$ cat config.mk
export PLATFORM = sky130hd
export DESIGN_NAME = tilt_alarm_hysteresis_controller_core_flat
export DESIGN_NICKNAME = d
export VERILOG_FILES = /design/src/sv/tahc_pkg.sv /design/src/sv/tahc_in_if.sv /design/src/sv/tahc_out_if.sv /design/src/sv/tahc_cfg_if.sv /design/src/sv/tilt_alarm_hysteresis_controller_core.sv /design/src/flat_wrapper.sv
export SDC_FILE = /design/constraint.sdc
export NUM_CORES = 1
export LEC_CHECK = 0
export BUFFER_PORTS_ARGS = -buffer_cell sky130_fd_sc_hd__clkbuf_2
export CORE_UTILIZATION = 50
export CTS_BUF_LIST = sky130_fd_sc_hd__clkbuf_16
export DETAILED_ROUTE_END_ITERATION = 8
export GPL_ROUTABILITY_DRIVEN = 0
export PLACE_DENSITY = 0.71
export SLEW_MARGIN = 5
export SYNTH_ARGS = -nofsm -noshare
export SYNTH_HDL_FRONTEND = slang
export SYNTH_SLANG_ARGS = --single-unit
$ cat constraint.sdc
create_clock -name clk -period 4.8 [get_ports clk]
set_input_delay 0.96 -clock clk [delete_from_list [all_inputs] [get_ports clk]]
set_output_delay 0.96 -clock clk [all_outputs]
set_load 0.1 [all_outputs]
$ cat src/sv/tahc_pkg.sv
// package: shared types and constants of the tilt alarm hysteresis controller
package tahc_pkg;

  localparam int RollW   = 13;
  localparam int MagW    = 13;
  localparam int TimeW   = 32;
  localparam int ThrW    = 12;
  localparam int PwmW    = 10;
  localparam int CfgIdxW = 3;

  // tilt levels
  typedef enum logic [1:0] {
    LVL_STABLE   = 2'd0,
    LVL_WARNING  = 2'd1,
    LVL_DANGER   = 2'd2,
    LVL_ROLLOVER = 2'd3
  } level_t;

  // configuration register indexes
  localparam logic [CfgIdxW-1:0] CFG_WARN_ENTER     = 3'd0;
  localparam logic [CfgIdxW-1:0] CFG_WARN_EXIT      = 3'd1;
  localparam logic [CfgIdxW-1:0] CFG_DANGER_ENTER   = 3'd2;
  localparam logic [CfgIdxW-1:0] CFG_DANGER_EXIT    = 3'd3;
  localparam logic [CfgIdxW-1:0] CFG_ROLLOVER_ENTER = 3'd4;
  localparam logic [CfgIdxW-1:0] CFG_ROLLOVER_EXIT  = 3'd5;

  // threshold reset values, 1/16 degree
  localparam logic [ThrW-1:0] WarnEnterRst     = 12'd272;
  localparam logic [ThrW-1:0] WarnExitRst      = 12'd208;
  localparam logic [ThrW-1:0] DangerEnterRst   = 12'd512;
  localparam logic [ThrW-1:0] DangerExitRst    = 12'd448;
  localparam logic [ThrW-1:0] RolloverEnterRst = 12'd752;
  localparam logic [ThrW-1:0] RolloverExitRst  = 12'd688;

  // blink periods, ms
  localparam logic [TimeW-1:0] WarnBlinkMs   = 32'd700;
  localparam logic [TimeW-1:0] DangerBlinkMs = 32'd333;
  localparam logic [TimeW-1:0] RollBlinkMs   = 32'd200;

  // motor pwm compare values
  localparam logic [PwmW-1:0] PwmStable   = 10'd999;
  localparam logic [PwmW-1:0] PwmWarning  = 10'd699;
  localparam logic [PwmW-1:0] PwmDanger   = 10'd399;
  localparam logic [PwmW-1:0] PwmRollover = 10'd0;

endpackage

$ cat src/sv/tahc_in_if.sv
// interface: roll sample request channel
interface tahc_in_if;
  import tahc_pkg::*;
  logic                    valid;
  logic                    ready;
  logic signed [RollW-1:0] roll;
  logic [TimeW-1:0]        now_ms;

  modport source (output valid, output roll, output now_ms, input ready);
  modport sink   (input valid, input roll, input now_ms, output ready);
endinterface

$ cat src/sv/tahc_out_if.sv
// interface: lamp, buzzer and pwm result channel
interface tahc_out_if;
  import tahc_pkg::*;
  logic            valid;
  logic            ready;
  logic [1:0]      tilt_level;
  logic            green_lamp;
  logic            yellow_lamp;
  logic            red_lamp;
  logic            buzzer_on;
  logic [PwmW-1:0] pwm_compare;

  modport source (output valid, output tilt_level, output green_lamp, output yellow_lamp,
                  output red_lamp, output buzzer_on, output pwm_compare, input ready);
  modport sink   (input valid, input tilt_level, input green_lamp, input yellow_lamp,
                  input red_lamp, input buzzer_on, input pwm_compare, output ready);
endinterface

$ cat src/sv/tahc_cfg_if.sv
// interface: threshold register write channel
interface tahc_cfg_if;
  import tahc_pkg::*;
  logic               valid;
  logic               ready;
  logic [CfgIdxW-1:0] index;
  logic [ThrW-1:0]    data;

  modport source (output valid, output index, output data, input ready);
  modport sink   (input valid, input index, input data, output ready);
endinterface

$ cat src/sv/tilt_alarm_hysteresis_controller_core.sv
// top level: tilt alarm with hysteresis, lamp, buzzer and pwm drive
//
// channels
//   sample : roll request (13-bit signed, 1/16 degree) with a ms timestamp
//   result : one result per sample: tilt level, three lamps, buzzer, pwm
//   cfg    : threshold register writes, always ready, index 6 and 7 ignored
// every port moves a request on a clock edge with valid and ready high
//
// datapath and throughput
//   a sample is held in an input register, then compare and blink logic
//   loads the result register from it.
//   one sample is taken every cycle while results are drained
// stalls
//   while result is stalled, the input register still takes one more
//   sample; further samples wait until the result register frees up
// reset (rst, synchronous, active high)
//   level back to stable, blink timestamp and buzzer/red state cleared,
//   thresholds back to their default values, both registers empty
module tilt_alarm_hysteresis_controller_core (
  input  logic       clk,
  input  logic       rst,
  tahc_in_if.sink    sample,
  tahc_out_if.source result,
  tahc_cfg_if.sink   cfg
);
  import tahc_pkg::*;

  // threshold registers
  logic [ThrW-1:0] warn_enter, warn_exit;
  logic [ThrW-1:0] danger_enter, danger_exit;
  logic [ThrW-1:0] rollover_enter, rollover_exit;

  // input register
  logic                    in_valid;
  logic signed [RollW-1:0] in_roll;
  logic [TimeW-1:0]        in_now;

  // carried state
  level_t           level, level_next;
  logic [TimeW-1:0] last_toggle, last_toggle_next;
  logic             buzzer, buzzer_next;
  logic             red, red_next;

  // result register
  logic            out_valid;
  logic [1:0]      out_level;
  logic            out_green, out_yellow;
  logic [PwmW-1:0] out_pwm;

  logic             advance;
  logic [MagW-1:0]  mag;
  logic [TimeW-1:0] elapsed;
  logic             green_next, yellow_next;
  logic [PwmW-1:0]  pwm_next;

  // the staged sample moves on when the result register is free or drained
  assign advance      = in_valid && (!out_valid || result.ready);
  assign sample.ready = !in_valid || advance;
  assign cfg.ready    = 1'b1;

  // config writes
  always_ff @(posedge clk) begin
    if (rst) begin
      warn_enter     <= WarnEnterRst;
      warn_exit      <= WarnExitRst;
      danger_enter   <= DangerEnterRst;
      danger_exit    <= DangerExitRst;
      rollover_enter <= RolloverEnterRst;
      rollover_exit  <= RolloverExitRst;
    end else if (cfg.valid) begin
      unique case (cfg.index)
        CFG_WARN_ENTER:     warn_enter     <= cfg.data;
        CFG_WARN_EXIT:      warn_exit      <= cfg.data;
        CFG_DANGER_ENTER:   danger_enter   <= cfg.data;
        CFG_DANGER_EXIT:    danger_exit    <= cfg.data;
        CFG_ROLLOVER_ENTER: rollover_enter <= cfg.data;
        CFG_ROLLOVER_EXIT:  rollover_exit  <= cfg.data;
        default: ;  // unused indexes
      endcase
    end
  end

  // input register
  always_ff @(posedge clk) begin
    if (rst) begin
      in_valid <= 1'b0;
    end else if (sample.ready) begin
      in_valid <= sample.valid;
    end
  end

  always_ff @(posedge clk) begin
    if (sample.valid && sample.ready) begin
      in_roll <= sample.roll;
      in_now  <= sample.now_ms;
    end
  end

  // absolute roll; the most negative code gives 4096, which still fits unsigned
  assign mag = in_roll[RollW-1] ? MagW'(-in_roll) : MagW'(in_roll);

  // level moves at most one step, with enter/exit hysteresis
  always_comb begin
    level_next = level;
    unique case (level)
      LVL_STABLE: begin
        if (mag > MagW'(warn_enter)) level_next = LVL_WARNING;
      end
      LVL_WARNING: begin
        if (mag < MagW'(warn_exit))         level_next = LVL_STABLE;
        else if (mag > MagW'(danger_enter)) level_next = LVL_DANGER;
      end
      LVL_DANGER: begin
        if (mag < MagW'(danger_exit))         level_next = LVL_WARNING;
        else if (mag > MagW'(rollover_enter)) level_next = LVL_ROLLOVER;
      end
      LVL_ROLLOVER: begin
        if (mag < MagW'(rollover_exit)) level_next = LVL_DANGER;
      end
    endcase
  end

  // elapsed time wraps modulo 2^32
  assign elapsed = in_now - last_toggle;

  // lamps, buzzer and blink timing from the new level
  always_comb begin
    green_next       = 1'b0;
    yellow_next      = 1'b0;
    buzzer_next      = buzzer;
    red_next         = red;
    last_toggle_next = last_toggle;
    pwm_next         = PwmStable;
    unique case (level_next)
      LVL_STABLE: begin
        green_next  = 1'b1;
        red_next    = 1'b0;
        buzzer_next = 1'b0;
        pwm_next    = PwmStable;
      end
      LVL_WARNING: begin
        yellow_next = 1'b1;
        red_next    = 1'b0;
        pwm_next    = PwmWarning;
        if (elapsed >= WarnBlinkMs) begin
          buzzer_next      = !buzzer;
          last_toggle_next = in_now;
        end
      end
      LVL_DANGER: begin
        red_next = 1'b1;
        pwm_next = PwmDanger;
        if (elapsed >= DangerBlinkMs) begin
          buzzer_next      = !buzzer;
          last_toggle_next = in_now;
        end
      end
      LVL_ROLLOVER: begin
        buzzer_next = 1'b1;
        pwm_next    = PwmRollover;
        if (elapsed >= RollBlinkMs) begin
          red_next         = !red;
          last_toggle_next = in_now;
        end
      end
    endcase
  end

  // carried state updates once per staged sample
  always_ff @(posedge clk) begin
    if (rst) begin
      level       <= LVL_STABLE;
      last_toggle <= '0;
      buzzer      <= 1'b0;
      red         <= 1'b0;
    end else if (advance) begin
      level       <= level_next;
      last_toggle <= last_toggle_next;
      buzzer      <= buzzer_next;
      red         <= red_next;
    end
  end

  // result register
  always_ff @(posedge clk) begin
    if (rst) begin
      out_valid <= 1'b0;
    end else if (advance) begin
      out_valid <= 1'b1;
    end else if (result.ready) begin
      out_valid <= 1'b0;
    end
  end

  always_ff @(posedge clk) begin
    if (advance) begin
      out_level  <= 2'(level_next);
      out_green  <= green_next;
      out_yellow <= yellow_next;
      out_pwm    <= pwm_next;
    end
  end

  // red and buzzer outputs are the carried state itself
  assign result.valid       = out_valid;
  assign result.tilt_level  = out_level;
  assign result.green_lamp  = out_green;
  assign result.yellow_lamp = out_yellow;
  assign result.red_lamp    = red;
  assign result.buzzer_on   = buzzer;
  assign result.pwm_compare = out_pwm;

endmodule

$ cat src/flat_wrapper.sv
// flat-port wrapper written by rule: the top's interface ports become plain ports
module tilt_alarm_hysteresis_controller_core_flat import tahc_pkg::*;
  (clk, rst, sample_valid, sample_roll, sample_now_ms, sample_ready, result_valid, result_tilt_level, result_green_lamp, result_yellow_lamp, result_red_lamp, result_buzzer_on, result_pwm_compare, result_ready, cfg_valid, cfg_index, cfg_data, cfg_ready);
  tahc_in_if sample_i ();
  tahc_out_if result_i ();
  tahc_cfg_if cfg_i ();
  input  logic clk;
  input  logic rst;
  input wire logic [$bits(sample_i.valid)-1:0] sample_valid;
  input wire logic [$bits(sample_i.roll)-1:0] sample_roll;
  input wire logic [$bits(sample_i.now_ms)-1:0] sample_now_ms;
  output wire logic [$bits(sample_i.ready)-1:0] sample_ready;
  output wire logic [$bits(result_i.valid)-1:0] result_valid;
  output wire logic [$bits(result_i.tilt_level)-1:0] result_tilt_level;
  output wire logic [$bits(result_i.green_lamp)-1:0] result_green_lamp;
  output wire logic [$bits(result_i.yellow_lamp)-1:0] result_yellow_lamp;
  output wire logic [$bits(result_i.red_lamp)-1:0] result_red_lamp;
  output wire logic [$bits(result_i.buzzer_on)-1:0] result_buzzer_on;
  output wire logic [$bits(result_i.pwm_compare)-1:0] result_pwm_compare;
  input wire logic [$bits(result_i.ready)-1:0] result_ready;
  input wire logic [$bits(cfg_i.valid)-1:0] cfg_valid;
  input wire logic [$bits(cfg_i.index)-1:0] cfg_index;
  input wire logic [$bits(cfg_i.data)-1:0] cfg_data;
  output wire logic [$bits(cfg_i.ready)-1:0] cfg_ready;
  assign sample_i.valid = sample_valid;
  assign sample_i.roll = sample_roll;
  assign sample_i.now_ms = sample_now_ms;
  assign sample_ready = sample_i.ready;
  assign result_valid = result_i.valid;
  assign result_tilt_level = result_i.tilt_level;
  assign result_green_lamp = result_i.green_lamp;
  assign result_yellow_lamp = result_i.yellow_lamp;
  assign result_red_lamp = result_i.red_lamp;
  assign result_buzzer_on = result_i.buzzer_on;
  assign result_pwm_compare = result_i.pwm_compare;
  assign result_i.ready = result_ready;
  assign cfg_i.valid = cfg_valid;
  assign cfg_i.index = cfg_index;
  assign cfg_i.data = cfg_data;
  assign cfg_ready = cfg_i.ready;
  tilt_alarm_hysteresis_controller_core u_core (.clk(clk), .rst(rst), .sample(sample_i), .result(result_i), .cfg(cfg_i));
endmodule
Word level (Yosys, flattened, before mapping)
Cells that the tools add are included.
W data, S select, Z words.

cells by class
  $add $sub $neg = 2
  order comparisons = 9
  eq/ne operators = 14
  mux-type cells = 22
  reductions and logical operators = 23

operators with widths
  operator                count
  $mux W32                3
  $pmux W32 S3            1
  $pmux W10 S4            1
  $gt A13 B12 Y1          3
  $lt A13 B12 Y1          3
  $ge A32 B10 Y1 const B  1
  $ge A32 B8 Y1 const B   1
  $ge A32 B9 Y1 const B   1
  $sub A32 B32 Y32        1
  $reduce_and A2 Y1       7
  $mux W13                1
  $neg A13 Y13            1
  $mux W2                 6
  $eq A2 B2 Y1 const B    4
  $pmux W2 S4             1
  $mux W1                 7
  $eq A3 B2 Y1 const B    2
  $eq A3 B3 Y1 const B    2
  $ne A2 B1 Y1 const B    3
  $reduce_and A5 Y1       1
  $eq A2 B1 Y1 const B    2
  $logic_not A1 Y1        4
  $logic_not A2 Y1        2
  $pmux W1 S4             1
  other kinds (9)         11

storage, ports and cells
  bits in registers = 169
  output and inout port bits = 19
  logic and storage cells = 88

Longest topological paths before layout
  depth after elaboration = 9
  gate-level depth with buffers = 24
  gate-level depth less buffers = 22

Worst setup path before layout
No wires, ideal clock.

  kind = reg-to-reg
  start = register u_core.in_roll[5]
  end = register u_core.last_toggle[0]
  arrival = 4,775 ps
  data required time = 4,680 ps
  path slack = -95 ps
  cell stages (with the launch flop) = 20
  path buffers = 2
  period minus slack after synthesis = 4,895 ps
  cell sequence = edfxtp_1 -> or4_1 -> or3_1 -> o41ai_1 -> xnor2_1 -> ha_1 -> nand4_1 -> or3_1 -> o21ai_0 -> a211oi_1 -> nor3_1 -> o41ai_1 -> ha_1 -> nand3b_1 -> a21oi_1 -> nor2b_1 -> o31a_1 -> buf_6 -> buf_6 -> mux2i_1

on the way
  word-level cells in the longest chain between the ends = 9
  elaborated cells between the ends (all ways) = 24

ends and longest elaborated chain
  element                                                       line                                                                                        source
  from (decl)                                                   tilt_alarm_hysteresis_controller_core.sv:35                                                 logic signed [RollW-1:0] in_roll;
  from (signal assigned)                                        tilt_alarm_hysteresis_controller_core.sv:94                                                 in_roll <= sample.roll;
  $neg A13 Y13                                                  tilt_alarm_hysteresis_controller_core.sv:100                                                assign mag = in_roll[RollW-1] ? MagW'(-in_roll) : MagW'(in_roll);
  $mux W13 *                                                    tilt_alarm_hysteresis_controller_core.sv:100
  $gt A13 B12 Y1, on equally long branches                      tilt_alarm_hysteresis_controller_core.sv:115, tilt_alarm_hysteresis_controller_core.sv:111
  $mux W2, on equally long branches                             tilt_alarm_hysteresis_controller_core.sv:115, tilt_alarm_hysteresis_controller_core.sv:111
  $mux W2, on equally long branches                             tilt_alarm_hysteresis_controller_core.sv:114, tilt_alarm_hysteresis_controller_core.sv:110
  $pmux W2 S4 *                                                 tilt_alarm_hysteresis_controller_core.sv:105                                                unique case (level)
  via u_core.level_next[1]                                      tilt_alarm_hysteresis_controller_core.sv:39                                                 level_t level, level_next;
  $eq A2 B2 Y1 or $eq A2 B1 Y1 (tied branches)                  tilt_alarm_hysteresis_controller_core.sv:134                                                unique case (level_next)
  $ne A2 B1 Y1 (no line) or $reduce_bool A3 Y1 (tied branches)  -
  $reduce_and A5 Y1 (no line)                                   -
  to (signal assigned)                                          tilt_alarm_hysteresis_controller_core.sv:178                                                last_toggle <= last_toggle_next;
  to (decl)                                                     tilt_alarm_hysteresis_controller_core.sv:40                                                 logic [TimeW-1:0] last_toggle, last_toggle_next;

Mark *: on every way through the listed nets, which the timed path passes. The rest lies on a longest branch.
A chain may end at the register's enable or synchronous reset.

Worst setup path in the final report
  start = register u_core.in_roll[3]
  end = register u_core.last_toggle[17]

Same word-level chain as after synthesis.

==> impl_metrics.tcl <==
set metrics [dict create \
    dieWidth_um 146 \
    start_util 0.512 \
    ys_top_cells_by_count "nand2_1, inv_1, dfxtp_1, a21oi_1, ha_1" \
    ir_worst_vdd_v 0.000241 \
    setup_viol 0 \
    power.density_nw_per_um2 327 \
    crit_type "flop to flop" \
    io_buffers 82 \
    dieArea_sq_um 21400 \
    clk_latency_ns 0.44 \
    n_antenna_cell 0 \
    dp.cells 1573 \
    fin_ws_ns 0.0367 \
    p_leak_nw 4.83 \
    start_kind "flop" \
    drt-initial-drc-count 468 \
    synth_cell_types 73 \
    synth.most_common_cell "nand2_1" \
    grt-ovfl-total 0 \
    rsz0062_at_grt "yes" \
    avgRoutedWirePerCell_um 15.7 \
    cts.path.max_buffers 2 \
    ant_nets 0 \
    worstPathRequired_ns 5.16 \
    clock_sinks 163 \
    tritoncts "yes" \
    io_pins 84 \
    critical_path.max_stage_delay_ns 0.56 \
    layout_min_cycle_time_ns 4.76 \
    ys_seq_area_frac 0.365 \
    wl_um 25300 \
    synth_top_area_cell "dfxtp_1" \
    fin_crit_sh 0.992 \
    nets 1506 \
    die_h_um 146 \
    stdcell_count 1617 \
    synth_top_area_frac 0.212 \
    num_rows 52 \
    ctsHoldBuffers 0 \
    drive_gt1_frac 0.157 \
    synth-async-reset-ratio 0 \
    whs_ns 0.454 \
    critPathMaxFanout 6 \
    hold_violations 0 \
    setup_tns_ns 0 \
    outcome "finished, final reports clean" \
    fin_util 0.596 \
    max_freq_ghz 0.210 \
    cp-end-kind "flop" \
    maxSlewHeadroom 0.255 \
    cts_max_level 4 \
    worst_slew_pin_slew_ns 1.11 \
    drv_slew 0 \
    ys_warn_count 0 \
    grtUsageTotal 0.236 \
    core_area_sq_um 20300 \
    grt_max_degree 64 \
    crit_top_cell "o41ai_4" \
    slowest_stage "or4_4" \
    grt_pass1_wl_um 40500 \
    fill_cells 1798 \
    ys_ff_latch 163 \
    via_per_inst 5.59 \
    cts.reportedPaths.clkPinSlew_ns 0.07 \
    hpwl_um 18300 \
    area_growth_pct 16.3 \
    drt_drc_violations_left 0 \
    synth_edf_count 53 \
    firstDrtPassIters 6 \
    syn_inst 1235 \
    cts_root_buffer "clkbuf_16" \
    synth-main-ff-cell "dfxtp_1" \
    min_path_type "flop to flop" \
    synth.area.top_cells "dfxtp_1, edfxtp_1, ha_1" \
    avgSynthCellArea_sq_um 8.42 \
    place_ws_ns -0.132 \
    fin_skew_ns 0.0127 \
    critPathArrivalTime_ns 5.12 \
    worstPathCellList "or4_4 -> or3_4 -> o41ai_4 -> xnor2_2 -> ha_1 -> nand4_1 -> or3_1 -> o21ai_2 -> a211oi_2 -> nor3_2 -> buf_4 -> o41ai_4 -> inv_2 -> ha_4 -> a32oi_2 -> nor2b_4 -> o31a_4 -> clkbuf_16 -> mux2i_1" \
    vias 9046 \
    antenna_found_initial 0 \
    grt_pass1_vias 8162 \
    drv_cap 0 \
    synth_nets 1407 \
    synth_area_sq_um 10400 \
    cts_buffers 17 \
    r2r_slack_ns 0.04 \
]
==> report_power, final <==
part	switching (mW)	internal (mW)	leakage (nW)
sequential	0.0447	1.50	1.41
combinational	0.679	0.437	3.16
clock	0.619	0.674	0.265
==> cells in the final DEF, fill, tap and decap left out, types with 4 or more instances in the layout <==
cell type	netlist	final
o211ai_1	20	20
ha_1	106	103
xor2_1	6	6
mux2i_1	35	35
xnor2_2	0	4
edfxtp_1	53	53
a21o_1	25	25
nand2b_1	17	17
a21oi_1	109	108
and2_1	8	7
a211oi_1	11	9
o31ai_1	7	5
clkbuf_16	0	20
and3_1	12	12
xnor2_1	20	16
inv_1	118	115
nand2_1	234	234
buf_4	8	44
or3_1	10	8
nor4_1	5	5
o2111ai_1	5	5
nand4_1	24	24
nor3_1	16	15
clkbuf_2	0	82
a31oi_1	6	6
nor2b_1	12	11
nand3_1	20	20
o2111a_1	4	4
nor4b_1	4	4
nor2_1	58	58
dfxtp_1	110	110
inv_6	0	7
o21ai_0	50	46
o21a_1	10	10
==> per-layer routing <==
| metal | up-vias | wire length, um | track usage |
|---|---|---|---|
| met4 | 0 | 427 | 0.0865 |
| li1 | 4541 | - | - |
| met3 | 37 | 1290 | 0.0413 |
| met2 | 261 | 11300 | 0.365 |
| met1 | 4207 | 12300 | 0.330 |
| met5 | - | 0 | 0 |
==> state kept, by name, summed over array words and instances (netlist names), 2 cells and up <==
register / count
u_core.danger_enter: 12
u_core.result.pwm_compare: 6
u_core.rollover_exit: 12
u_core.danger_exit: 12
u_core.warn_exit: 12
u_core.rollover_enter: 12
u_core.in_roll: 13
u_core.in_now: 32
u_core.warn_enter: 12
u_core.level: 2
u_core.last_toggle: 32
u_core.result.tilt_level: 2
==> kinds of logic after synthesis <==
group	Yosys count	share of synthesized area
multiplexers	36	0.0351
adder cells (fa/ha/maj)	107	0.130
buffers and inverters	170	0.0696
XOR/XNOR	26	0.0219
AND/OR/NAND/NOR	438	0.195
AO/OA/AOI/OAI	294	0.184
flip-flops	163	0.365
other	1	0.000361
==> final timing paths <==
path / cells past startpoint / end / from
worst max-delay path: 19 / u_core.last_toggle[17]$_SDFFE_PP0P_ / u_core.in_roll[3]$_DFFE_PP_
worst min-delay path: 2 / u_core.danger_enter[1]$_SDFFE_PP0P_ / u_core.danger_enter[1]$_SDFFE_PP0P_
worst min register to register: 2 / u_core.danger_enter[1]$_SDFFE_PP0P_ / u_core.danger_enter[1]$_SDFFE_PP0P_
worst max register to register: 19 / u_core.last_toggle[17]$_SDFFE_PP0P_ / u_core.in_roll[3]$_DFFE_PP_
==> worst max-delay path: cells and delay by family, from the launching register on <==
| family | cells | cell delay (ns) |
|---|---|---|
| multiplexers | 1 | 0.20 |
| AO/OA/AOI/OAI | 6 | 1.49 |
| AND/OR/NAND/NOR | 6 | 1.46 |
| XOR/XNOR | 1 | 0.13 |
| buffers and inverters | 3 | 0.45 |
| adder cells (fa/ha/maj) | 2 | 0.53 |
| flip-flops | 1 | 0.40 |
==> layout make-up <==
class	instances	area, sq um	share of cell area
tap	270	338	0.0279
multi-input combinational	902	6100	0.505
clock inverter	15	119	0.00983
clock buffer	17	425	0.0352
timing repair buffer	132	867	0.0717
sequential	163	3790	0.314
inverter	118	443	0.0366
==> stage by stage <==
step / power, mW / area, sq um
after floorplan: 2.32 / 10400
after global placement: 2.58 / 11200
after detailed placement: 2.60 / 11200
after CTS: 3.90 / 11800
after global routing: 4.15 / 12100
final: 3.95 / 12100
==> timing repair <==
| item | in CTS | in global routing |
|---|---|---|
| setup buffers | 0 | 8 |
| pin swaps | 2 | 15 |
| gates cloned | 0 | 4 |
| resized for setup | 10 | 31 |
| setup endpoints to repair | 32 | 34 |
Power figures use the tool's default switching activity.
